$ cat src/design/fdms_pkg.sv
// Shared types and constants for the frame difference motion score block.
// Used by the front, job queue, back and top level; no dependencies.
`timescale 1ns / 1ps
`default_nettype none

package fdms_pkg;

  // Frame store geometry
  localparam int MAX_FRAME_PIXELS = 32768;
  localparam int CNT_W            = 16;
  localparam int ADDR_W           = $clog2(MAX_FRAME_PIXELS);
  localparam int MEM_DEPTH        = 2 * (1 << ADDR_W);

  // Arithmetic widths: sum of absolute differences and length*255
  localparam int PIX_W   = 8;
  localparam int PIX_MAX = 255;
  localparam int SUM_W   = $clog2(PIX_MAX * MAX_FRAME_PIXELS + 1);
  localparam int DEN_W   = SUM_W;
  localparam int SCORE_W = 16;
  localparam int QUO_W   = SCORE_W + 1;
  localparam int NUM_W   = SUM_W + QUO_W + 1;
  localparam int STEP_W  = $clog2(QUO_W);

  // Job queue between front and back
  localparam int QDEPTH  = 4;
  localparam int QPTR_W  = $clog2(QDEPTH);
  localparam int QCNT_W  = $clog2(QDEPTH + 1);

  typedef enum logic [1:0] {
    ST_OK       = 2'd0,
    ST_FIRST    = 2'd1,
    ST_MISMATCH = 2'd2,
    ST_TOO_LONG = 2'd3
  } status_e;

  // One finished frame awaiting scoring
  typedef struct packed {
    logic [SUM_W-1:0] sum;
    logic [CNT_W-1:0] len;
    status_e          status;
  } job_t;

endpackage

`default_nettype wire

$ cat src/design/fdms_job_fifo.sv
// Short queue of finished frames between the front and back ends.
// Depends on fdms_pkg for the job type and depth.
`timescale 1ns / 1ps
`default_nettype none

module fdms_job_fifo (
  input  wire logic                        clk_i,
  input  wire logic                        rst_ni,
  input  wire logic                        wr_i,
  input  wire fdms_pkg::job_t              wr_data_i,
  input  wire logic                        rd_i,
  output fdms_pkg::job_t                   rd_data_o,
  output logic                             not_empty_o,
  output logic [fdms_pkg::QCNT_W-1:0]      count_o
);
  import fdms_pkg::*;

  job_t              slot_q [QDEPTH];
  logic [QPTR_W-1:0] wptr_q, rptr_q;
  logic [QCNT_W-1:0] count_q;
  logic              do_wr, do_rd;

  // Writes are kept within room by the front end's full flag
  assign do_wr = wr_i;
  assign do_rd = rd_i & (count_q != '0);

  always_ff @(posedge clk_i) begin
    if (do_wr) begin
      slot_q[wptr_q] <= wr_data_i;
    end
  end

  // Advance pointers and occupancy
  always_ff @(posedge clk_i or negedge rst_ni) begin
    if (!rst_ni) begin
      wptr_q  <= '0;
      rptr_q  <= '0;
      count_q <= '0;
    end else begin
      if (do_wr) begin
        wptr_q <= wptr_q + QPTR_W'(1);
      end
      if (do_rd) begin
        rptr_q <= rptr_q + QPTR_W'(1);
      end
      case ({do_wr, do_rd})
        2'b10:   count_q <= count_q + QCNT_W'(1);
        2'b01:   count_q <= count_q - QCNT_W'(1);
        default: count_q <= count_q;
      endcase
    end
  end

  assign rd_data_o   = slot_q[rptr_q];
  assign not_empty_o = (count_q != '0);
  assign count_o     = count_q;

endmodule

`default_nettype wire

$ cat config.mk
export PLATFORM = sky130hd
export DESIGN_NAME = fdms_job_fifo
export DESIGN_NICKNAME = d
export VERILOG_FILES = /design/src/design/fdms_pkg.sv /design/src/design/fdms_job_fifo.sv
export SDC_FILE = /design/constraint.sdc
export NUM_CORES = 1
export LEC_CHECK = 0
export BUFFER_PORTS_ARGS = -buffer_cell sky130_fd_sc_hd__buf_2
export CORE_ASPECT_RATIO = 0.75
export CORE_UTILIZATION = 55
export CTS_CLUSTER_SIZE = 8
export DETAILED_ROUTE_END_ITERATION = 10
export PLACE_DENSITY = 0.77
export SLEW_MARGIN = 15
export SYNTH_ARGS = -nofsm -noshare
export SYNTH_HDL_FRONTEND = slang
export SYNTH_SLANG_ARGS = --single-unit
$ cat constraint.sdc
create_clock -name clk_i -period 5.5 [get_ports clk_i]
set_clock_uncertainty 0.05 [all_clocks]
set_input_delay 0.825 -clock clk_i [delete_from_list [all_inputs] [get_ports clk_i]]
set_output_delay 0.825 -clock clk_i [all_outputs]
set_load 0.005 [all_outputs]
## Word level (Yosys, flattened, before mapping)

Memory sizes are Yosys's and may differ from the RTL's.
Index checks and enable logic that the tools add are counted.
W data, S select, Z words.

- Bitwise operators: 1
- $add $sub $neg: 4
- Multiplexer cells: 3
- Eq/ne operators: 2
- Reduce and logical (&&, ||, !) cells: 2

Operator list:

| operator | number |
|---|---|
| $pmux W3 S2 | 1 |
| $add A2 B1 Y2 const B | 2 |
| $add A3 B1 Y3 const B | 1 |
| $reduce_bool A3 Y1 | 1 |
| $sub A3 B1 Y3 const B | 1 |
| $eq A2 B1 Y1 const B | 1 |
| $eq A2 B2 Y1 const B | 1 |
| $mux W1 | 2 |
| $reduce_bool A2 Y1 | 1 |
| $and A1 B1 Y1 | 1 |

- Output and inout port bits: 45
- Memory bits (writable): 164
- Memories: 1
- Bits of input ports: 45
- Word-level logic and storage cells: 16
- Flip-flop bits (word level): 7

Memory list:

| memory | words | bits a word | rd ports | clocked after memory_dff | write ports | RTL line | source |
|---|---|---|---|---|---|---|---|
| slot_q | 4 | 41 | 1 | 0 | 1 | fdms_job_fifo.sv:18 | `job_t slot_q [QDEPTH];` |

## Depth between registers and ports, before layout

Gate-level depths: netlist of the first run.

- Depth after elaboration: 4
- Gate-level depth with buffers: 7
- Depth with buffers taken out: 7

## Worst setup path after synthesis of the first run

No wires, ideal clock.

- Path kind: input -> register
- Start: in wr_i
- End: mem slot_q[3][0] (netlist bit) (enable)
- Arrival: 1,819 ps
- Buffers on the path: 0
- Library setup time: 402 ps
- Cell stages on the path: 1
- Setup slack: 3,228 ps
- Required time: 5,048 ps
- Path through: and2_1

- Longest elaborated chain between the ends: 2

Ends and longest elaborated chain:

| item | RTL line | source |
|---|---|---|
| from (decl) | fdms_job_fifo.sv:9 | `input wire logic wr_i,` |
| $mux W1 | fdms_job_fifo.sv:28 | `if (do_wr) begin` |
| $mux W1 (not written as such) | fdms_job_fifo.sv:29 | `slot_q[wptr_q] <= wr_data_i;` |
| to (decl) | fdms_job_fifo.sv:18 |  |

Every way passes these cells.

==> flow_metrics.py, run 1 <==
metrics = {
    "floorplan": {
        "start_util_pct": 57.38,
        "num_rows": 33,
        "dieHeight_um": 95.23,
        "core_um2": 11110,
        "io-pin-count": 90,
        "die_w_um": 126.3,
        "die-area_um2": 12030,
    },
    "status": {
        "status": "complete, no violations",
    },
    "sta": {
        "fin_hold_ws_ps": 188.2,
        "hold_viol_final": 0,
        "grt_setup_unrepaired": "no",
        "drv_slew": 0,
        "period_minus_slack_ps": 3417,
        "fin_tns_setup_ps": 0,
        "finalSetupViolCount": 0,
        "worstMarginPinSlew_ps": 1125,
        "fin_crit_sh_pct": 62.13,
        "slew_headroom_pct": 24.99,
        "fmax_mhz": 292.6,
    },
    "critical_path": {
        "worstPathMaxFanout": 26,
        "cp.arrival_ps": 2540,
        "cp-start-kind": "flip-flop",
        "cp_slowest_cell": "dfrtp_2",
        "cp_cell_sequence": "buf_4, mux4_2, buf_2",
        "worstSetupPathType": "reg -> out",
        "critPathCapture": "rd_data_o[16]",
        "critical_path_depth": 3,
        "r2r-end": "slot_q[0][33]$_DFFE_PP_",
        "r2r.worst_path.cells": 3,
        "worst-path-buf-inv": 2,
        "reg2reg_setup_slack_ps": 3510,
        "cp_top_family": "flip-flops",
        "crit-reg2reg-launch": "wptr_q[0]$_DFFE_PN0P_",
        "critPathCaptureType": "output port",
        "worstPathRequired_ps": 4620,
        "slowest_delay_ps": 920,
        "critPathLaunch": "rptr_q[0]$_DFFE_PN0P_",
    },
    "cts": {
        "cts_htree_levels": 4,
        "cts_tree": "built",
        "cts_resized": 0,
        "cts_buffers": 17,
        "cts.path.max_buffers": 2,
        "cts_hold_buffers": 0,
        "cts_root_buf": "clkbuf_16",
        "clock_latency_ps": 410,
        "cts_setup_buffers": 0,
        "cts_sinks": 171,
        "clkTransAtPathRegs_ps": 60,
    },
    "global_routing": {
        "grt_max_degree": 43,
        "antenna_found_initial": 0,
        "grt_use_total_pct": 18.20,
        "grt_pass1_wl_um": 15270,
        "grt_overflow": 0,
        "grt_pass1_vias": 2870,
    },
    "placed_design": {
        "place_area_um2": 6894,
        "io_buffers": 89,
        "hpwl_um": 5850,
        "gp_congestion": 0.7437,
    },
    "power": {
        "power_frac_seq_pct": 47.7,
        "intPower_uw": 2892,
        "p_switching_uw": 1078,
        "p_leak_uw": 0.002617,
        "design_power_total_uw": 3970,
        "ir_drop_v": 0.0002949,
        "power_density_nw_per_um2": 530.6,
        "pwr-share-clk_pct": 29.4,
        "combPwrFrac_pct": 22.9,
        "sw_frac_of_total_pct": 27.15,
    },
    "layout": {
        "fin_area_um2": 7482,
        "area_growth_syn_to_layout_pct": 17.39,
        "n_fill_cell": 707,
        "drive_gt1_share_pct": 45.45,
        "final_core_util_pct": 67.37,
        "n_antenna_cell": 0,
        "nets": 401,
    },
    "hold_path": {
        "min_path_type": "in -> async",
    },
    "route": {
        "drt.antenna.violating_nets": 0,
        "drc_errors": 0,
        "via_count": 2808,
        "wl_per_cell_um": 20.04,
        "wl_um": 10080,
        "drtPass1Iterations": 4,
        "drt_iter0_drc": 165,
        "vias_per_cell": 5.583,
    },
    "synthesis": {
        "synth.avg_cell_area_um2": 25.39,
        "synth.distinct_cells": 20,
        "synth_nets": 302,
        "syn_inst": 251,
        "ys_seq_elements": 171,
        "yosysWarnings": 0,
        "synth_area_um2": 6374,
        "yosysSeqAreaShare_pct": 80.02,
    },
    "job": {
        "maxCapViolCount": 0,
    },
}
## sequential cells by signal, indices dropped and copies added (netlist names)
| signal | flops |
|---|---|
| wptr_q | 2 |
| slot_q | 164 |
| rptr_q | 2 |
| count_o | 3 |
## per-stage QoR
step | cells | setup WS [ps]
2_1_floorplan | 251 | 3228
3_3_place_gp | 471 | 2444
3_5_place_dp | 471 | 2435
4_1_cts | 503 | 1967
5_1_grt | 503 | 1868
6_report | 503 | 2083
## how the worst min path moves through the flow
stage                           start                endpoint  depth (start not counted)
4_1_cts                        rst_ni  count_o[1]$_DFFE_PN0P_                          1
5_1_grt                        rst_ni  count_o[0]$_DFFE_PN0P_                          1
3_3_place_gp   count_o[2]$_DFFE_PN0P_  count_o[2]$_DFFE_PN0P_                          1
2_1_floorplan   wptr_q[0]$_DFFE_PN0P_   wptr_q[0]$_DFFE_PN0P_                          1
3_5_place_dp   count_o[2]$_DFFE_PN0P_  count_o[2]$_DFFE_PN0P_                          1
6_report                       rst_ni  count_o[1]$_DFFE_PN0P_                          1
## synthesized netlist by cell type
library cell	n	area share (%)
edfxtp_1	164	77
mux4_2	38	13
dfrtp_1	7	2.7
inv_1	6	0.35
ha_1	5	0.98
and2_1	4	0.39
buf_12	4	1.3
buf_2	4	0.31
xor2_1	4	0.55
mux4_1	3	1.2
nand2_1	2	0.12
xnor2_1	2	0.27
buf_6	1	0.18
clkbuf_1	1	0.059
fa_1	1	0.31
mux2i_1	1	0.16
nor2_1	1	0.059
o21ai_0	1	0.078
o31a_1	1	0.14
or3_1	1	0.098
## area by class of cell
class                   count  area (um^2)  area share (%)
multi-input cells          64         1141           15.25
clock buffers              17        425.4           5.686
clock inverters            15        162.7           2.174
inverters                   6        22.52          0.3010
flip-flops and latches    171         5102           68.19
well taps                 140        175.2           2.341
repair buffers             90        452.9           6.054
## worst reg2reg max path, delay by kind of cell, from the launching register on
| kind | cells | cell delay (ps) |
|---|---|---|
| flops | 1 | 430 |
| simple gates | 1 | 890 |
| buf+inv | 1 | 100 |
| fa+ha+maj | 1 | 130 |
## kinds of logic after synthesis
kind of cell | after synthesis | synth area share, %
flops | 171 | 80.02
buf+inv | 16 | 2.159
mux | 42 | 14.82
xor+xnor | 6 | 0.8245
fa+ha+maj | 6 | 1.296
compound gates | 2 | 0.2159
simple gates | 8 | 0.6674
## power by group through the flow
stage | Clock, uW | Combinational [uW] | Sequential, uW
6_report | 1170 | 907 | 1890
5_1_grt | 1240 | 992 | 1930
4_1_cts | 1190 | 930 | 1910
3_5_place_dp | 0 | 924 | 1930
3_3_place_gp | 0 | 909 | 1920
2_1_floorplan | 0 | 738 | 1790
## cells in the final DEF, fill, tap and decap left out
cell	n
and2_2	4
buf_2	89
buf_4	1
bufinv_16	2
clkbuf_16	17
clkinv_1	1
clkinv_2	1
clkinv_4	2
clkinvlp_4	4
dfrtp_1	5
dfrtp_2	2
edfxtp_1	164
fa_1	1
ha_1	5
inv_1	6
inv_6	4
inv_8	1
mux2i_1	1
mux4_1	3
mux4_2	38
nand2_1	2
nor2_1	1
o21ai_0	1
o31a_1	1
or3_1	1
xnor2_1	2
xor2_1	4
## metal layers
metal	up-vias	GRT usage (%)	routed length [um]
li1	1253	-	-
met1	1445	23.47	4321
met5	-	0	0
met2	102	29.10	4952
met4	0	4.819	76
met3	8	7.520	732
(Power assumes the default switching activity.)
==> inputs of run 2 (changes only) <==
--- a/config.mk
+++ b/config.mk
@@ -5,12 +5,13 @@
 export SDC_FILE = /design/constraint.sdc
 export NUM_CORES = 1
 export LEC_CHECK = 0
+export ABC_AREA = 1
 export BUFFER_PORTS_ARGS = -buffer_cell sky130_fd_sc_hd__buf_2
 export CORE_ASPECT_RATIO = 0.75
 export CORE_UTILIZATION = 55
 export CTS_CLUSTER_SIZE = 8
 export DETAILED_ROUTE_END_ITERATION = 10
-export PLACE_DENSITY = 0.77
+export PLACE_DENSITY = 0.76
 export SLEW_MARGIN = 15
 export SYNTH_ARGS = -nofsm -noshare
 export SYNTH_HDL_FRONTEND = slang
==> constraint.sdc (replaced) <==
create_clock -name clk_i -period 3.3 [get_ports clk_i]
set_clock_uncertainty 0.05 [all_clocks]
set_input_delay 0.495 -clock clk_i [delete_from_list [all_inputs] [get_ports clk_i]]
set_output_delay 0.495 -clock clk_i [all_outputs]
set_load 0.005 [all_outputs]
==> run 2 against run 1 <==
Count of clock-buffer cells in the layout is 2 higher. Die area increased by 10%. Synthesized cell count is 110% higher. Critical endpoint is now rd_data_o[18]. Highest routed layer is now met5.
==> flow_metrics.py, run 2 <==
metrics = {
    "layout": {
        "final_core_util_pct": 65.20,
        "final_cell_mix": "164 x edfxtp_1, 140 x nand2_1, 93 x inv_1, 89 x buf_2, 73 x o211ai_1",
        "largest_register": "slot_q",
        "multiInputGateArea_um2": 1323,
        "final_common_cell": "edfxtp_1",
        "largest_reg_flops": 164,
        "ff_latch_area_um2": 5101,
        "nets": 679,
        "drive_gt1_share_pct": 22.15,
        "area_growth_syn_to_layout_pct": 14.77,
        "fin_area_um2": 8080,
        "n_fill_cell": 937,
    },
    "route": {
        "drc_errors": 0,
        "via_count": 4141,
        "vias_per_cell": 5.119,
        "m1WireLength_um": 5569,
        "wl_per_cell_um": 15.76,
        "highest_layer": "met5",
        "wl_um": 12750,
        "drt.antenna.violating_nets": 0,
        "wl_met2_um": 6122,
        "drtPass1Iterations": 5,
        "drt_iter0_drc": 246,
        "route.met3.wl_um": 851,
    },
    "synthesis": {
        "yosysMostFrequentCell": "edfxtp_1",
        "synth_top_area_cell": "edfxtp_1",
        "ys_seq_elements": 171,
        "synth_area_um2": 7041,
        "synth_top_area_share_pct": 69.95,
        "synth_edf_count": 164,
        "syn_inst": 535,
        "yosysWarnings": 0,
        "yosys-top-cells-count": "164 x edfxtp_1, 140 x nand2_1, 97 x inv_1",
        "yosysSeqAreaShare_pct": 72.44,
        "synth_nets": 586,
        "synthArstFlopShare_pct": 4.094,
        "synthFlopType": "edfxtp_1",
        "synth.avg_cell_area_um2": 13.16,
        "synth.distinct_cells": 18,
        "ys_top_cells_by_area": "edfxtp_1 70%, o211ai_1 7.8%, nand2_1 7.5%",
    },
    "floorplan": {
        "io-pin-count": 90,
        "start_util_pct": 56.81,
        "core_um2": 12390,
        "die-area_um2": 13260,
        "num_rows": 35,
        "dieHeight_um": 99.99,
        "die_w_um": 132.6,
    },
    "power": {
        "p_switching_uw": 2324,
        "ir_drop_v": 0.0004830,
        "intPower_uw": 4606,
        "sw_frac_of_total_pct": 33.54,
        "combPwrFrac_pct": 32.5,
        "p_leak_uw": 0.003348,
        "power_density_nw_per_um2": 857.7,
        "pwr-share-clk_pct": 24.6,
        "power_frac_seq_pct": 42.8,
    },
    "placed_design": {
        "io_buffers": 89,
        "hpwl_um": 7857,
        "gp_congestion": 0.7722,
        "place_area_um2": 7553,
    },
    "cts": {
        "cts_sinks": 171,
        "cts.path.max_buffers": 2,
        "clkTransAtPathRegs_ps": 60,
        "cts_htree_levels": 4,
        "cts_tree": "built",
        "cts_buffers": 17,
        "cts_root_buf": "clkbuf_16",
        "cts_setup_buffers": 0,
        "clock_latency_ps": 410,
    },
    "sta": {
        "fmax_mhz": 376.0,
        "period_minus_slack_ps": 2659,
        "drv_slew": 0,
        "slew_headroom_pct": 32.57,
        "worstMarginPinSlew_ps": 1010,
        "fin_crit_sh_pct": 80.59,
        "finalSetupViolCount": 0,
        "fin_tns_setup_ps": 0,
        "grt_setup_unrepaired": "no",
        "fin_hold_ws_ps": 237.5,
        "hold_viol_final": 0,
    },
    "global_routing": {
        "grt_overflow": 0,
        "antenna_found_initial": 1,
        "grt_pass1_wl_um": 20380,
        "grt_max_degree": 66,
        "grt_pass1_vias": 4132,
        "grt_use_total_pct": 20.74,
    },
    "job": {
        "maxCapViolCount": 0,
    },
    "critical_path": {
        "critPathCaptureType": "output port",
        "cp_cell_sequence": "inv_4, buf_4, nand2_1, o211ai_1, nand2_1, buf_2",
        "cp-start-kind": "flip-flop",
        "cp.arrival_ps": 2110,
        "worstPathMaxFanout": 65,
        "critPathLaunch": "rptr_q[0]$_DFFE_PN0P_",
        "cp_top_family": "buffers and inverters",
        "crit-reg2reg-launch": "wptr_q[0]$_DFFE_PN0P_",
        "slowest_delay_ps": 480,
        "cp_slowest_cell": "inv_4",
        "crit_top_cell": "nand2_1",
        "worstSetupPathType": "reg -> out",
        "worstPathRequired_ps": 2750,
        "worst-path-buf-inv": 3,
    },
    "hold_path": {
        "min_path_type": "in -> reg",
        "min_from": "wr_data_i[31]",
    },
    "status": {
        "status": "complete, no violations",
    },
}
[run 2: cell count changes after synthesis, sizes merged, moves of 3 or more]
cell	before	now
mux4	41	0
xor2	4	1
inv	6	99
o211ai	0	82
and2	4	0
nand2	2	140
buf	9	26
nand3	0	4
[run 2: through the flow]
stage	total power, uW	setup slack (ps)	instances
2_1_floorplan	4583	1247	535
3_3_place_gp	5184	1156	774
3_5_place_dp	5287	1086	774
4_1_cts	7000	629.3	807
5_1_grt	7381	469.4	807
6_report	6930	640.6	809
[run 2: area by class of cell]
cell class | instances | area share, %
Tap cell | 166 | 2.570
Timing Repair Buffer | 102 | 6.906
Antenna cell | 2 | 0.06194
Clock inverter | 13 | 0.9755
Multi-Input combinational cell | 237 | 16.37
Inverter | 99 | 4.630
Sequential cell | 171 | 63.13
Clock buffer | 19 | 5.358
[run 2: cell families after synthesis]
logic type      Yosys count  share of synthesized area (%)
flops                   171                          72.44
simple gates            145                          7.837
buf+inv                 127                          8.779
compound gates           84                          9.526
fa+ha+maj                 6                          1.173
xor+xnor                  2                         0.2488
[run 2: power by group through the flow]
| stage | clock, uW | combinational [uW] | sequential, uW |
|---|---|---|---|
| 3_3_place_gp | 0 | 2190 | 2990 |
| 4_1_cts | 1740 | 2290 | 2970 |
| 6_report | 1710 | 2250 | 2970 |
| 2_1_floorplan | 0 | 1590 | 2990 |
| 5_1_grt | 1820 | 2570 | 3000 |
| 3_5_place_dp | 0 | 2270 | 3010 |
[run 2: routing by layer]
layer	track usage [%]	vias up
met3	5.303	20
met5	0	-
met4	8.753	2
li1	-	2037
met2	34.90	119
met1	25.89	1963
[run 2: final timing paths]
path	to	cells after the start	slack, ps
setup / recovery	rd_data_o[18]	6	640
hold reg to reg	count_o[0]$_DFFE_PN0P_	1	450
hold / removal	slot_q[3][31]$_DFFE_PP_	1	240
max in group asynchronous	rptr_q[1]$_DFFE_PN0P_	2	2640
setup reg to reg	slot_q[0][29]$_DFFE_PP_	4	1380
min in group asynchronous	count_o[0]$_DFFE_PN0P_	2	390
[run 2: timing repair]
action / in CTS / in global routing
gates resized for setup: 0 / 0
endpoints found under the hold margin: 7 / 0
setup endpoints to repair: 0 / 0
hold buffers: 1 / 0
