<file path="src/design/fdms_pkg.sv">
// Shared types and constants for the frame difference motion score block.
// Used by the front, job queue, back and top level; no dependencies.
`timescale 1ns / 1ps
`default_nettype none

package fdms_pkg;

  // Frame store geometry
  localparam int MAX_FRAME_PIXELS = 32768;
  localparam int CNT_W            = 16;
  localparam int ADDR_W           = $clog2(MAX_FRAME_PIXELS);
  localparam int MEM_DEPTH        = 2 * (1 << ADDR_W);

  // Arithmetic widths: sum of absolute differences and length*255
  localparam int PIX_W   = 8;
  localparam int PIX_MAX = 255;
  localparam int SUM_W   = $clog2(PIX_MAX * MAX_FRAME_PIXELS + 1);
  localparam int DEN_W   = SUM_W;
  localparam int SCORE_W = 16;
  localparam int QUO_W   = SCORE_W + 1;
  localparam int NUM_W   = SUM_W + QUO_W + 1;
  localparam int STEP_W  = $clog2(QUO_W);

  // Job queue between front and back
  localparam int QDEPTH  = 4;
  localparam int QPTR_W  = $clog2(QDEPTH);
  localparam int QCNT_W  = $clog2(QDEPTH + 1);

  typedef enum logic [1:0] {
    ST_OK       = 2'd0,
    ST_FIRST    = 2'd1,
    ST_MISMATCH = 2'd2,
    ST_TOO_LONG = 2'd3
  } status_e;

  // One finished frame awaiting scoring
  typedef struct packed {
    logic [SUM_W-1:0] sum;
    logic [CNT_W-1:0] len;
    status_e          status;
  } job_t;

endpackage

`default_nettype wire

</file>
<file path="src/design/fdms_back.sv">
// Back end: scores each finished frame with a bit-serial restoring divider
// and holds the result for the output side. Depends on fdms_pkg.
`timescale 1ns / 1ps
`default_nettype none

module fdms_back (
  input  wire logic                          clk_i,
  input  wire logic                          rst_ni,
  input  wire logic                          job_avail_i,
  input  wire fdms_pkg::job_t                job_i,
  output logic                               job_take_o,
  output logic                               empty,
  input  wire logic                          pop,
  output logic [fdms_pkg::SCORE_W-1:0]       score_o,
  output logic [1:0]                         status_o
);
  import fdms_pkg::*;

  typedef enum logic [1:0] {
    B_IDLE,
    B_PREP,
    B_DIV,
    B_DONE
  } bstate_e;

  bstate_e            state_q;
  logic [SUM_W-1:0]   sum_q;
  logic [DEN_W-1:0]   den_q;
  status_e            jstat_q;
  logic [DEN_W:0]     rem_q;
  logic [QUO_W-1:0]   quo_q;
  logic [STEP_W-1:0]  step_q;
  logic               out_valid_q;
  logic [SCORE_W-1:0] score_q;
  status_e            ostat_q;

  logic [NUM_W-1:0]   num;
  logic [DEN_W+1:0]   trial, divisor;
  logic               ge;
  logic [SCORE_W-1:0] score_fin;
  logic               out_free;
  logic               out_load;

  // Numerator sum*2^17 + den gives round-half-up of sum*2^16/den
  assign num     = {1'b0, sum_q, {QUO_W{1'b0}}} + NUM_W'(den_q);
  assign trial   = {rem_q, quo_q[QUO_W-1]};
  assign divisor = {1'b0, den_q, 1'b0};
  assign ge      = (trial >= divisor);

  assign score_fin  = quo_q[QUO_W-1] ? {SCORE_W{1'b1}} : quo_q[SCORE_W-1:0];
  assign out_free   = ~out_valid_q | pop;
  assign out_load   = (state_q == B_DONE) & out_free;
  assign job_take_o = (state_q == B_IDLE) & job_avail_i;

  // Sequence one job at a time; hold the result until popped
  always_ff @(posedge clk_i or negedge rst_ni) begin
    if (!rst_ni) begin
      state_q     <= B_IDLE;
      sum_q       <= '0;
      den_q       <= '0;
      jstat_q     <= ST_OK;
      rem_q       <= '0;
      quo_q       <= '0;
      step_q      <= '0;
      out_valid_q <= 1'b0;
      score_q     <= '0;
      ostat_q     <= ST_OK;
    end else begin
      // Raise the result when loaded, drop it once popped
      if (out_load) begin
        out_valid_q <= 1'b1;
      end else if (pop) begin
        out_valid_q <= 1'b0;
      end
      case (state_q)
        B_IDLE: begin
          if (job_avail_i) begin
            sum_q   <= job_i.sum;
            den_q   <= DEN_W'({job_i.len, 8'd0} - {8'd0, job_i.len});
            jstat_q <= job_i.status;
            state_q <= (job_i.status == ST_OK) ? B_PREP : B_DONE;
          end
        end
        B_PREP: begin
          rem_q   <= num[NUM_W-1:QUO_W];
          quo_q   <= num[QUO_W-1:0];
          step_q  <= '0;
          state_q <= B_DIV;
        end
        B_DIV: begin
          rem_q  <= ge ? (DEN_W+1)'(trial - divisor) : trial[DEN_W:0];
          quo_q  <= {quo_q[QUO_W-2:0], ge};
          step_q <= step_q + STEP_W'(1);
          if (step_q == STEP_W'(QUO_W - 1)) begin
            state_q <= B_DONE;
          end
        end
        B_DONE: begin
          if (out_free) begin
            score_q <= (jstat_q == ST_OK) ? score_fin : '0;
            ostat_q <= jstat_q;
            state_q <= B_IDLE;
          end
        end
        default: state_q <= B_IDLE;
      endcase
    end
  end

  assign empty    = ~out_valid_q;
  assign score_o  = score_q;
  assign status_o = ostat_q;

endmodule

`default_nettype wire

</file>
<file path="config.mk">
export PLATFORM = sky130hd
export DESIGN_NAME = fdms_back
export DESIGN_NICKNAME = d
export VERILOG_FILES = /design/src/design/fdms_pkg.sv /design/src/design/fdms_back.sv
export SDC_FILE = /design/constraint.sdc
export NUM_CORES = 1
export LEC_CHECK = 0
export ABC_CLOCK_PERIOD_IN_PS = 4900
export BUFFER_PORTS_ARGS = -buffer_cell sky130_fd_sc_hd__clkbuf_2
export CORE_ASPECT_RATIO = 1.25
export CORE_MARGIN = 2
export CORE_UTILIZATION = 65
export DETAILED_ROUTE_END_ITERATION = 6
export PLACE_DENSITY_LB_ADDON = 0.3
export SYNTH_ARGS = -nofsm -noshare
export SYNTH_HDL_FRONTEND = slang
export SYNTH_SLANG_ARGS = --single-unit
</file>
<file path="constraint.sdc">
create_clock -name clk_i -period 4.9 [get_ports clk_i]
set_input_delay 0.49 -clock clk_i [delete_from_list [all_inputs] [get_ports clk_i]]
set_output_delay 0.49 -clock clk_i [all_outputs]
set_load 0.02 [all_outputs]
</file>
======== Word-level counts from Yosys, hierarchy flattened ========
Index checks and enable logic that the tools add are counted.
storage, ports and cells
  word-level logic and storage cells ...... 47
  output and inout port bits .............. 20
  flip-flop bits (word level) ............. 115
  input bits .............................. 45
operators by class
  reductions and logical operators ........ 8
  order comparisons ....................... 1
  bitwise gates (word level) .............. 4
  equality and inequality tests ........... 7
  $add $sub $neg .......................... 4
  multiplexer cells ....................... 13
operator list
  cell                                                             count
  24-bit case mux with 2 select lines                              1
  40-bit by 23-bit adder with 41-bit output                        1
  17-bit case mux with 2 select lines                              1
  16-bit two-way mux                                               2
  25-bit by 24-bit >= comparator with 1-bit output                 1
  24-bit two-way mux                                               1
  24-bit subtractor                                                1
  23-bit by 16-bit subtractor with 23-bit output                   1
  5-bit case mux with 2 select lines                               1
  2-bit two-way mux                                                4
  2-bit case mux with 4 select lines                               1
  2-bit zero test                                                  3
  2-bit inequality test, second input constant                     3
  5-bit by 1-bit adder with 5-bit output, second input constant    1
  5-bit == test, second input constant                             1
  2-bit == test, second input constant                             2
  2-bit AND reduction                                              2
  2-bit nonzero test                                               2
  3-bit AND reduction                                              1
  1-bit bitwise AND                                                2
  2-bit by 1-bit == test with 1-bit output, second input constant  1
  1-bit two-way mux                                                2
  1-bit NOT                                                        1
  1-bit bitwise OR                                                 1

======== Depth between registers and ports, before layout ========
Gate-level depths: netlist (run 1).
  word-level depth ........................ 4
  depth in mapped cells ................... 13
  gate-level depth less buffers ........... 12

======== Worst setup path after synthesis (run 1) ========
No wires, ideal clock.
  path kind ............................... register to register
  from .................................... register rem_q[0]
  to ...................................... register rem_q[2]
  slack ................................... 2,115 ps
  data required time ...................... 4,782 ps
  cell stages (with the launch flop) ...... 14
  library setup time ...................... 118 ps
  period minus slack after synthesis ...... 2,785 ps
  buffers on the path ..................... 1
  data arrival time ....................... 2,667 ps
  path through ............................ dfrtp_1 inv_1 ha_1 inv_1 fa_1 a211oi_1 nor2_1 o211ai_2 a31oi_1 nor4_4 buf_4 mux2i_1 a21oi_1 a21o_1
on the way
  word-level cells in the longest chain between the ends .. 3
  elaborated cells between the ends (all ways) .. 4
  those cells by class .................... add/sub: 1; order compare: 1; mux: 2
RTL lines
  item                                                                                          RTL line                          RTL
  start: declaration                                                                            fdms_back.sv:30                   logic [DEN_W:0] rem_q;
  start signal: assignment                                                                      fdms_back.sv:85                   rem_q <= num[NUM_W-1:QUO_W];
  start signal: assignment                                                                      fdms_back.sv:91                   rem_q <= ge ? (DEN_W+1)'(trial - divisor) : trial[DEN_W:0];
  24-bit subtractor / 25-bit by 24-bit >= comparator with 1-bit output (equally long branches)  fdms_back.sv:91, fdms_back.sv:48
  24-bit two-way mux *                                                                          fdms_back.sv:91
  24-bit case mux with 2 select lines *                                                         fdms_back.sv:75                   case (state_q)
Every way passes the cells marked *; elsewhere a longest branch is shown, timed or not.
A chain may end at the register's enable or synchronous reset.

======== Worst setup path in the final report (run 1) ========
  from .................................... register rem_q[0]
  to ...................................... register rem_q[19]
The elaborated chain is that of the path after synthesis.

==> impl_metrics.yaml, run 1 <==
floorplanning:
  die_w_um: 99.6
  floorplan.core_area_um2: 11100
  rows: 43
  die_h_um: 123
  overall_die_area_um2: 12300
  initial_utilization: 0.666
  pin_count: 65
worst_setup_path:
  crit-reg2reg-capture: "rem_q[19]"
  worst-setup-path-type: "reg2reg"
  regToRegSetupSlack_ns: 1.26
  worstPathRequired_ns: 5.19
  setup.worst_path.start_class: "register"
  worstReg2RegStart: "rem_q[0]"
  critPathArrivalTime_ns: 3.93
  reg2reg_depth: 13
  crit_path_max_fanout: 22
  critical_path.endpoint_type: "register"
layout:
  fraction_of_layout_instances_using_a_drive_strength_above_1: 0.166
  mostFrequentLayoutCell: "sky130_fd_sc_hd__dfrtp_1"
  fillers: 830
  num_antenna_cells: 0
  layout.nets: 964
  synthToLayoutAreaGrowth_pct: 13.2
  final_cell_mix: "sky130_fd_sc_hd__dfrtp_1, sky130_fd_sc_hd__o21ai_0, sky130_fd_sc_hd__nand2_1, sky130_fd_sc_hd__clkbuf_2, sky130_fd_sc_hd__nor2_1"
logic_synthesis:
  yosysUniqueCellTypes: 65
  post_synth_arst_share: 1.00
  synth_flop_cell: "sky130_fd_sc_hd__dfrtp_1"
  synth_simple_gate_area_frac: 0.146
  syn_inst: 817
  synthMuxAreaShare: 0.0836
  postSynthRegisterBits: 115
  yosys.area_share.xor_xnor: 0.0626
  cell_taking_the_most_area_after_synthesis: "sky130_fd_sc_hd__dfrtp_1"
  synth_compound_gate_area_share: 0.198
  yosys_warnings: 0
  synth_area_um2: 7420
  synth.avg_cell_area_um2: 9.08
  yosys.area_share.adder: 0.0796
  synth.top_cell.area_share: 0.388
  netlist_top_cells_area: "sky130_fd_sc_hd__dfrtp_1, sky130_fd_sc_hd__ha_1, sky130_fd_sc_hd__o21ai_0"
  synth_top_family_by_area: "compound AO/OA/AOI/OAI gates"
  synth.net_count: 908
  post_synth_edffs: 0
  yosysSeqAreaShare: 0.388
timing:
  final.hold.worst_slack_ns: 0.127
  layout_worst_path_cycle_share: 0.743
  timing.fmax_ghz: 0.275
  report.final.slew_viol_count: 0
  setup_tns_ns: 0
  final-setup-viol-count: 0
  finalHoldViolCount: 0
  finalWorstPathRequiredPeriod_ns: 3.64
  fin_skew_ns: 0.00571
  worstMarginPinSlew_ns: 1.08
  grt_setup_unrepaired: "no"
  relSlewSlack: 0.278
job:
  cap_viol_max_count: 0
clock_tree:
  cts.clk_slew.worst_paths_ns: 0.06
  clock_tree_root: "sky130_fd_sc_hd__clkbuf_16"
  htree_levels: 4
  cts_max_path_buffers: 2
  cts_tree: "yes"
  holdBufCountCts: 0
  numCtsBuffers: 17
  cts_resized: 0
  cts_post_setup_buffers_inserted: 0
  clkSinkCount: 115
  insertion_delay_ns: 0.41
worst_hold_path:
  worst_hold_path_type: "in2async"
outcome:
  outcome: "completed"
drt:
  routed_via_density: 6.24
  final_antenna_net_count: 0
  via_count: 6369
  wl_per_cell_um: 17.9
  met2WireLength_mm: 9.20
  drt_iter0_markers: 349
  met3_length_um: 991
  drt_pass1_iterations: 5
  drc: 0
  top_metal_layer_carrying_routed_signals: "met4"
  totalWireLength_mm: 18.2
  route.layer.met1.wl_mm: 7.38
place:
  dpl.hpwl_mm: 13.1
  routabilityCongestion: 0.919
  port_buffers: 64
global_route:
  grt_antenna_before_repair: 0
  via_count_of_the_first_global_routing_pass: 6338
  grt-ovfl-total: 0
  gr-usage-all-layers: 0.316
  grt_max_degree: 76
  grt_first_pass_wirelength_mm: 30.6
power_and_ir_drop:
  power_per_cell_area_nw_per_um2: 862
  max-vdd-ir-drop_uv: 511
  static-leakage-power_nw: 3.88
-- critical path, cell delays in order, from the launching register on --
cell and delay [ns]:
sky130_fd_sc_hd__dfrtp_1 0.39, sky130_fd_sc_hd__inv_1 0.06, sky130_fd_sc_hd__ha_1 0.15, sky130_fd_sc_hd__inv_1 0.05, sky130_fd_sc_hd__fa_1 0.42, sky130_fd_sc_hd__a211oi_1 0.28
sky130_fd_sc_hd__nor2_1 0.16, sky130_fd_sc_hd__o211ai_2 0.21, sky130_fd_sc_hd__a31oi_1 0.16, sky130_fd_sc_hd__nor4_4 0.66, sky130_fd_sc_hd__buf_4 0.39, sky130_fd_sc_hd__or2_2 0.21
sky130_fd_sc_hd__o22ai_1 0.10, sky130_fd_sc_hd__a221o_1 0.28
-- cell families after synthesis --
group                      count (synthesis)
muxes                                     58
xor gates and xnor gates                  53
DFF                                      115
and+or+nand+nor                          232
buffers and inverters                     83
adders and majority gates                 46
AOI/OAI and AO/OA                        230
-- area by class of cell --
cell class,count,area (µm²),area share
multi-input combinational,619,4230,0.503
sequential,115,2880,0.343
clock buffer,21,460,0.0548
timing repair buffer,70,368,0.0438
inverter,50,188,0.0223
tap,135,169,0.0201
clock inverter,11,110,0.0131
-- per-layer routing --
metal	global-route usage	vias up
met4	0.135	0
met1	0.384	3044
li1	-	3025
met5	0	-
met2	0.548	250
met3	0.0611	50
-- through the flow --
step	setup WS [ns]	total power, mW	util	std cells	cell area (µm²)
after detailed placement	1.36	5.90	0.703	989	7830
final	1.26	7.24	0.754	1021	8400
after global routing	0.981	7.79	0.754	1021	8400
after global placement	1.52	5.71	0.703	989	7830
after floorplan	2.11	4.96	-	817	7420
after CTS	1.29	7.18	0.754	1021	8400
-- cells in the mapped netlist (all sizes together) (9+ instances only) --
| cell | instances |
|---|---|
| nor2 | 55 |
| inv | 50 |
| mux2i | 26 |
| o211a | 9 |
| a21o | 11 |
| dfrtp | 115 |
| nand3 | 21 |
| o21ai | 91 |
| a21oi | 48 |
| mux2 | 32 |
| nand2b | 11 |
| clkbuf | 26 |
| o2bb2ai | 9 |
| nand2 | 87 |
| ha | 44 |
| xor2 | 14 |
| nor3 | 18 |
| xnor2 | 39 |
-- sequential cells by signal (all words and copies together), names as in the netlist --
| signal | flops |
|---|---|
| den_q | 23 |
| jstat_q | 2 |
| out_valid_q | 1 |
| quo_q | 17 |
| rem_q | 24 |
| score_o | 16 |
| state_q | 2 |
| status_o | 2 |
| step_q | 5 |
| sum_q | 23 |
-- power by group --
| part | internal, mW | total (mW) | switching, mW |
|---|---|---|---|
| registers | 1.42 | 1.86 | 0.437 |
| clock network | 0.767 | 1.20 | 0.433 |
| logic | 1.72 | 4.18 | 2.46 |
-- how the worst max path moves through the flow --
stage	startpoint	to	slack, ns	cells past startpoint
2_1_floorplan	rem_q[0]	rem_q[2]	2.11	13
3_3_place_gp	rem_q[0]	rem_q[19]	1.52	13
3_5_place_dp	rem_q[0]	rem_q[19]	1.36	13
4_1_cts	rem_q[0]	rem_q[19]	1.29	13
5_1_grt	rem_q[0]	rem_q[19]	0.98	13
6_report	rem_q[0]	rem_q[19]	1.26	13
Power figures use the tool's default switching activity.
==> run 2, diff against run 1 <==
ABC_CLOCK_PERIOD_IN_PS = 3190   (was 4900)
CORE_UTILIZATION = 55   (was 65)
clock period = 3.19 ns   (was 4.9 ns; I/O delays follow)
==> run 2 against run 1 <==
Effect of this change:
- clock skew grew 0.0085 ns
- core utilization shrank 11 points
- first-iteration DRC count grew 8.6%
- wire length shrank 6.2%
- critical path depth is the same
- non-clock buffer count grew 11
- register-to-register slack lost 1.1 ns
- sequential share of layout area shrank 0.75 points
- design area grew 2.2%
==> impl_metrics.yaml, run 2 (synthesis gave the netlist of run 1 again) <==
global_route:
  grt_antenna_before_repair: 0
  grt_max_degree: 66
  gr-usage-all-layers: 0.249
  grt-ovfl-total: 0
  grt_first_pass_wirelength_mm: 28.5
  via_count_of_the_first_global_routing_pass: 5907
timing:
  report.final.slew_viol_count: 0
  fin_skew_ns: 0.0142
  layout_worst_path_cycle_share: 0.949
  setup_slack_ns: 0.163
  finalWorstPathRequiredPeriod_ns: 3.03
  timing.fmax_ghz: 0.330
  worstMarginPinSlew_ns: 1.04
  finalHoldViolCount: 0
  relSlewSlack: 0.305
  final-setup-viol-count: 0
place:
  port_buffers: 64
  placed_area_um2: 7970
  routabilityCongestion: 0.959
  dpl.hpwl_mm: 12.3
  dpl_worst_slack_ns: 0.215
job:
  cap_viol_max_count: 0
clock_tree:
  cts_max_path_buffers: 2
  clock_tree_root: "sky130_fd_sc_hd__clkbuf_16"
  cts.clk_slew.worst_paths_ns: 0.06
  htree_levels: 4
  clkSinkCount: 115
  numCtsBuffers: 17
  cts_tree: "yes"
  insertion_delay_ns: 0.42
  holdBufCountCts: 0
worst_setup_path:
  critical-path-max-stage-delay_ns: 0.44
  critPathArrivalTime_ns: 3.33
  critical_path.most_common_cell: "sky130_fd_sc_hd__inv_1"
  setup.worst_path.start_class: "register"
  crit_path_max_fanout: 11
  critical_path.endpoint_type: "register"
  worst-setup-path-type: "reg2reg"
  crit_path_top_delay_cell: "sky130_fd_sc_hd__fa_1"
  worstPathRequired_ns: 3.49
  worstPathCellList: "inv_1, ha_1, inv_1, fa_1, a211oi_2, nor2_2, o211ai_2, a31oi_1, nor4_4, buf_4, or2_2, o22ai_1, a221o_1"
drt:
  totalWireLength_mm: 17.1
  final_antenna_net_count: 0
  drt_iter0_markers: 379
  via_count: 6121
  wl_per_cell_um: 16.0
  routed_via_density: 5.73
  drc: 0
  drt_pass1_iterations: 5
layout:
  num_antenna_cells: 0
  flip_flop_count_of_the_largest_register_all_copies_and_words_added: 24
  mostFrequentLayoutCell: "sky130_fd_sc_hd__dfrtp_1"
  largestRegisters: "rem_q x24, den_q x23, sum_q x23"
  layout.cell_area.non_filler_um2: 8590
  utilization: 0.649
  fillers: 1105
  synthToLayoutAreaGrowth_pct: 15.8
  final_cell_mix: "sky130_fd_sc_hd__dfrtp_1, sky130_fd_sc_hd__o21ai_0, sky130_fd_sc_hd__nand2_1, sky130_fd_sc_hd__clkbuf_2, sky130_fd_sc_hd__nor2_1"
  layout.nets: 975
  fraction_of_layout_instances_using_a_drive_strength_above_1: 0.179
  seqCellArea_um2: 2880
  max_flop_register: "rem_q"
  multi_input_comb_area_um2: 4240
floorplanning:
  floorplan.core_area_um2: 13200
  initial_utilization: 0.561
  overall_die_area_um2: 14400
  rows: 47
  pin_count: 65
  die_w_um: 108
  die_h_um: 134
power_and_ir_drop:
  power_per_cell_area_nw_per_um2: 1310
  static-leakage-power_nw: 3.95
  max-vdd-ir-drop_uv: 600
worst_hold_path:
  worst_hold_path_type: "in2async"
outcome:
  outcome: "completed"
run 2: layer usage:
metal / track usage / up-vias / part of all wire
met3: 0.0447 / 31 / 0.038
met4: 0.0869 / 0 / 0.024
met2: 0.411 / 143 / 0.48
met1: 0.329 / 2881 / 0.46
met5: 0 / - / 0
li1: - / 3066 / -
run 2: critical path: cells and delay by family, from the launching register on:
kind	cells	cell delay, ns
adders and majority gates	2	0.60
AOI/OAI and AO/OA	5	0.94
and+or+nand+nor	3	0.62
buffers and inverters	3	0.36
DFF	1	0.39
run 2: final cells by class:
class                      instances  area share
timing repair buffer              81      0.0588
tap                              171      0.0249
clock inverter                    13      0.0147
clock buffer                      19      0.0516
inverter                          50      0.0218
multi-input combinational        619       0.493
sequential                       115       0.335
run 2: repair_timing:
action | 4_1_cts | 5_1_grt
setup buffers | 0 | 3
endpoints found under the setup margin | 0 | 2
gates resized for setup | 0 | 2
endpoints found under the hold margin | 0 | 0
run 2: final timing paths:
| kind | startpoint | to | slack [ns] | cells after the start |
|---|---|---|---|---|
| max | rem_q[0] | rem_q[19] | 0.16 | 13 |
| min | rst_ni | score_o[7] | 0.005 | 1 |
| max reg2reg | rem_q[0] | rem_q[19] | 0.16 | 13 |
| min reg2reg | score_o[12] | score_o[12] | 0.48 | 2 |
| max in group asynchronous | rst_ni | rem_q[22] | 2.42 | 2 |
| min in group clk_i | job_i[18] | sum_q[0] | 0.13 | 2 |
run 2: stage by stage:
step                      power, mW  setup TNS [ns]  hold slack (ns)  cells
after floorplan                7.63               0           0.0234    817
after global placement         9.00               0            0.461   1032
after detailed placement       9.14               0            0.470   1032
after CTS                      11.1               0           0.0412   1064
after global routing           12.2        -0.00651           0.0613   1068
final                          11.2               0          0.00537   1068
run 2: report_power, final:
part	internal [mW]	switching (mW)
Combinational	2.89	3.73
Clock	1.10	0.717
Sequential	2.18	0.621
Total	6.18	5.06
==> run 3, diff against run 2 <==
REMOVE_ABC_BUFFERS = 1   (was unset)
==> run 3 against run 2 <==
Effect of this change:
- clock skew is 0.0041 ns lower
- highest routed layer unchanged
- critical path type unchanged
- global-route usage is 1.0 points higher
- register-to-register slack gained 0.09 ns
- critical endpoint unchanged
==> impl_metrics.yaml, run 3 (synthesis gave the netlist of run 1 again) <==
place:
  routabilityCongestion: 0.915
  placed_area_um2: 7970
  dpl.hpwl_mm: 12.6
  port_buffers: 64
drt:
  routed_via_density: 5.77
  wl_per_cell_um: 16.0
  drc: 0
  totalWireLength_mm: 17.1
  final_antenna_net_count: 0
  drt_iter0_markers: 360
  via_count: 6168
  drt_pass1_iterations: 7
layout:
  flip_flop_count_of_the_largest_register_all_copies_and_words_added: 24
  fillers: 1143
  mostFrequentLayoutCell: "sky130_fd_sc_hd__dfrtp_1"
  final_cell_mix: "sky130_fd_sc_hd__dfrtp_1, sky130_fd_sc_hd__o21ai_0, sky130_fd_sc_hd__nand2_1, sky130_fd_sc_hd__clkbuf_2, sky130_fd_sc_hd__nor2_1"
  num_antenna_cells: 0
  layout.cell_area.non_filler_um2: 8580
  largestRegisters: "rem_q x24, den_q x23, sum_q x23"
  fraction_of_layout_instances_using_a_drive_strength_above_1: 0.176
  layout.nets: 976
  utilization: 0.649
  max_flop_register: "rem_q"
  synthToLayoutAreaGrowth_pct: 15.7
clock_tree:
  clkSinkCount: 115
  numCtsBuffers: 17
  cts_resized: 0
  cts_max_path_buffers: 2
  insertion_delay_ns: 0.41
  cts_tree: "yes"
  clock_tree_root: "sky130_fd_sc_hd__clkbuf_16"
  cts_post_setup_buffers_inserted: 0
  htree_levels: 4
  cts.clk_slew.worst_paths_ns: 0.06
worst_setup_path:
  worstSetupStartpoint: "rem_q[0]"
  worstReg2RegStart: "rem_q[0]"
  critPathArrivalTime_ns: 3.24
  setup.worst_path.start_class: "register"
  crit_path_max_fanout: 22
  worst-setup-path-type: "reg2reg"
  worstPathRequired_ns: 3.49
  critical_path.endpoint_type: "register"
outcome:
  outcome: "completed"
timing:
  report.final.slew_viol_count: 0
  finalHoldViolCount: 0
  finalWorstPathRequiredPeriod_ns: 2.94
  layout_worst_path_cycle_share: 0.921
  setup_tns_ns: 0
  fin_skew_ns: 0.0101
  final-setup-viol-count: 0
  relSlewSlack: 0.281
  worstMarginPinSlew_ns: 1.07
  grt_setup_unrepaired: "no"
  timing.fmax_ghz: 0.340
worst_hold_path:
  worst_hold_path_type: "in2reg"
  worstHoldStart: "job_i[37]"
power_and_ir_drop:
  power_per_cell_area_nw_per_um2: 1300
  total_power_mw: 11.2
  max-vdd-ir-drop_uv: 650
  static-leakage-power_nw: 3.96
global_route:
  grt-ovfl-total: 0
  grt_antenna_before_repair: 0
  via_count_of_the_first_global_routing_pass: 6200
  grt_max_degree: 65
  gr-usage-all-layers: 0.259
  grt_first_pass_wirelength_mm: 29.8
floorplanning:
  rows: 47
  floorplan.core_area_um2: 13200
  die_h_um: 134
  overall_die_area_um2: 14400
  initial_utilization: 0.561
  pin_count: 65
  die_w_um: 108
job:
  cap_viol_max_count: 0
-- run 3: timing repair --
item	CTS	global route
hold buffers	1	0
setup endpoints to repair	0	0
hold endpoints to repair	51	0
-- run 3: metrics by stage --
step	worst slack (ns)	instances	hold slack, ns
floorplan	-0.306	784	0.0234
global placement	0.317	1036	0.399
detailed placement	0.273	1036	0.400
CTS	0.259	1069	0.126
global route	0.0244	1069	0.134
finish	0.252	1069	0.134
-- run 3: per-layer routing --
metal	part of all wire	GRT usage	vias up	wire length, µm
li1	-	-	3062	-
met1	0.44	0.332	2937	7490
met2	0.50	0.438	132	8570
met3	0.035	0.0398	37	605
met4	0.028	0.103	0	478
met5	0	0	-	0
-- run 3: path summary, 6_finish.rpt --
| check | end | slack, ns | cells after the start |
|---|---|---|---|
| max | rem_q[19] | 0.25 | 13 |
| min | sum_q[19] | 0.13 | 2 |
| max reg2reg | rem_q[19] | 0.25 | 13 |
| min reg2reg | score_o[12] | 0.47 | 2 |
| max in group asynchronous | rem_q[17] | 1.92 | 3 |
| min in group asynchronous | den_q[4] | 0.48 | 2 |
-- run 3: final cells by class --
class                           instances  area (µm²)  share of cell area
Clock buffer                           22         474              0.0552
Clock inverter                         10         130              0.0152
Inverter                               50         188              0.0219
Multi-Input combinational cell        619        4230               0.492
Sequential cell                       115        2880               0.335
Tap cell                              171         214              0.0249
Timing Repair Buffer                   82         473              0.0551
-- run 3: critical path, stage by stage (launching register included) --
cell and delay (ns):
sky130_fd_sc_hd__dfrtp_1 0.38, sky130_fd_sc_hd__inv_1 0.06, sky130_fd_sc_hd__ha_1 0.15, sky130_fd_sc_hd__inv_1 0.05
sky130_fd_sc_hd__fa_1 0.41, sky130_fd_sc_hd__a211oi_1 0.25, sky130_fd_sc_hd__nor2_1 0.15, sky130_fd_sc_hd__o211ai_2 0.20
sky130_fd_sc_hd__a31oi_1 0.14, sky130_fd_sc_hd__nor4_4 0.19, sky130_fd_sc_hd__buf_4 0.30, sky130_fd_sc_hd__or2_2 0.19
sky130_fd_sc_hd__o22ai_1 0.07, sky130_fd_sc_hd__a221o_1 0.26
-- run 3: power by group --
| part | leakage (nW) | switching [mW] | internal [mW] | total, mW |
|---|---|---|---|---|
| logic | 2.26 | 3.67 | 2.75 | 6.42 |
| clock network | 0.296 | 0.666 | 1.28 | 1.95 |
| registers | 1.41 | 0.613 | 2.19 | 2.80 |
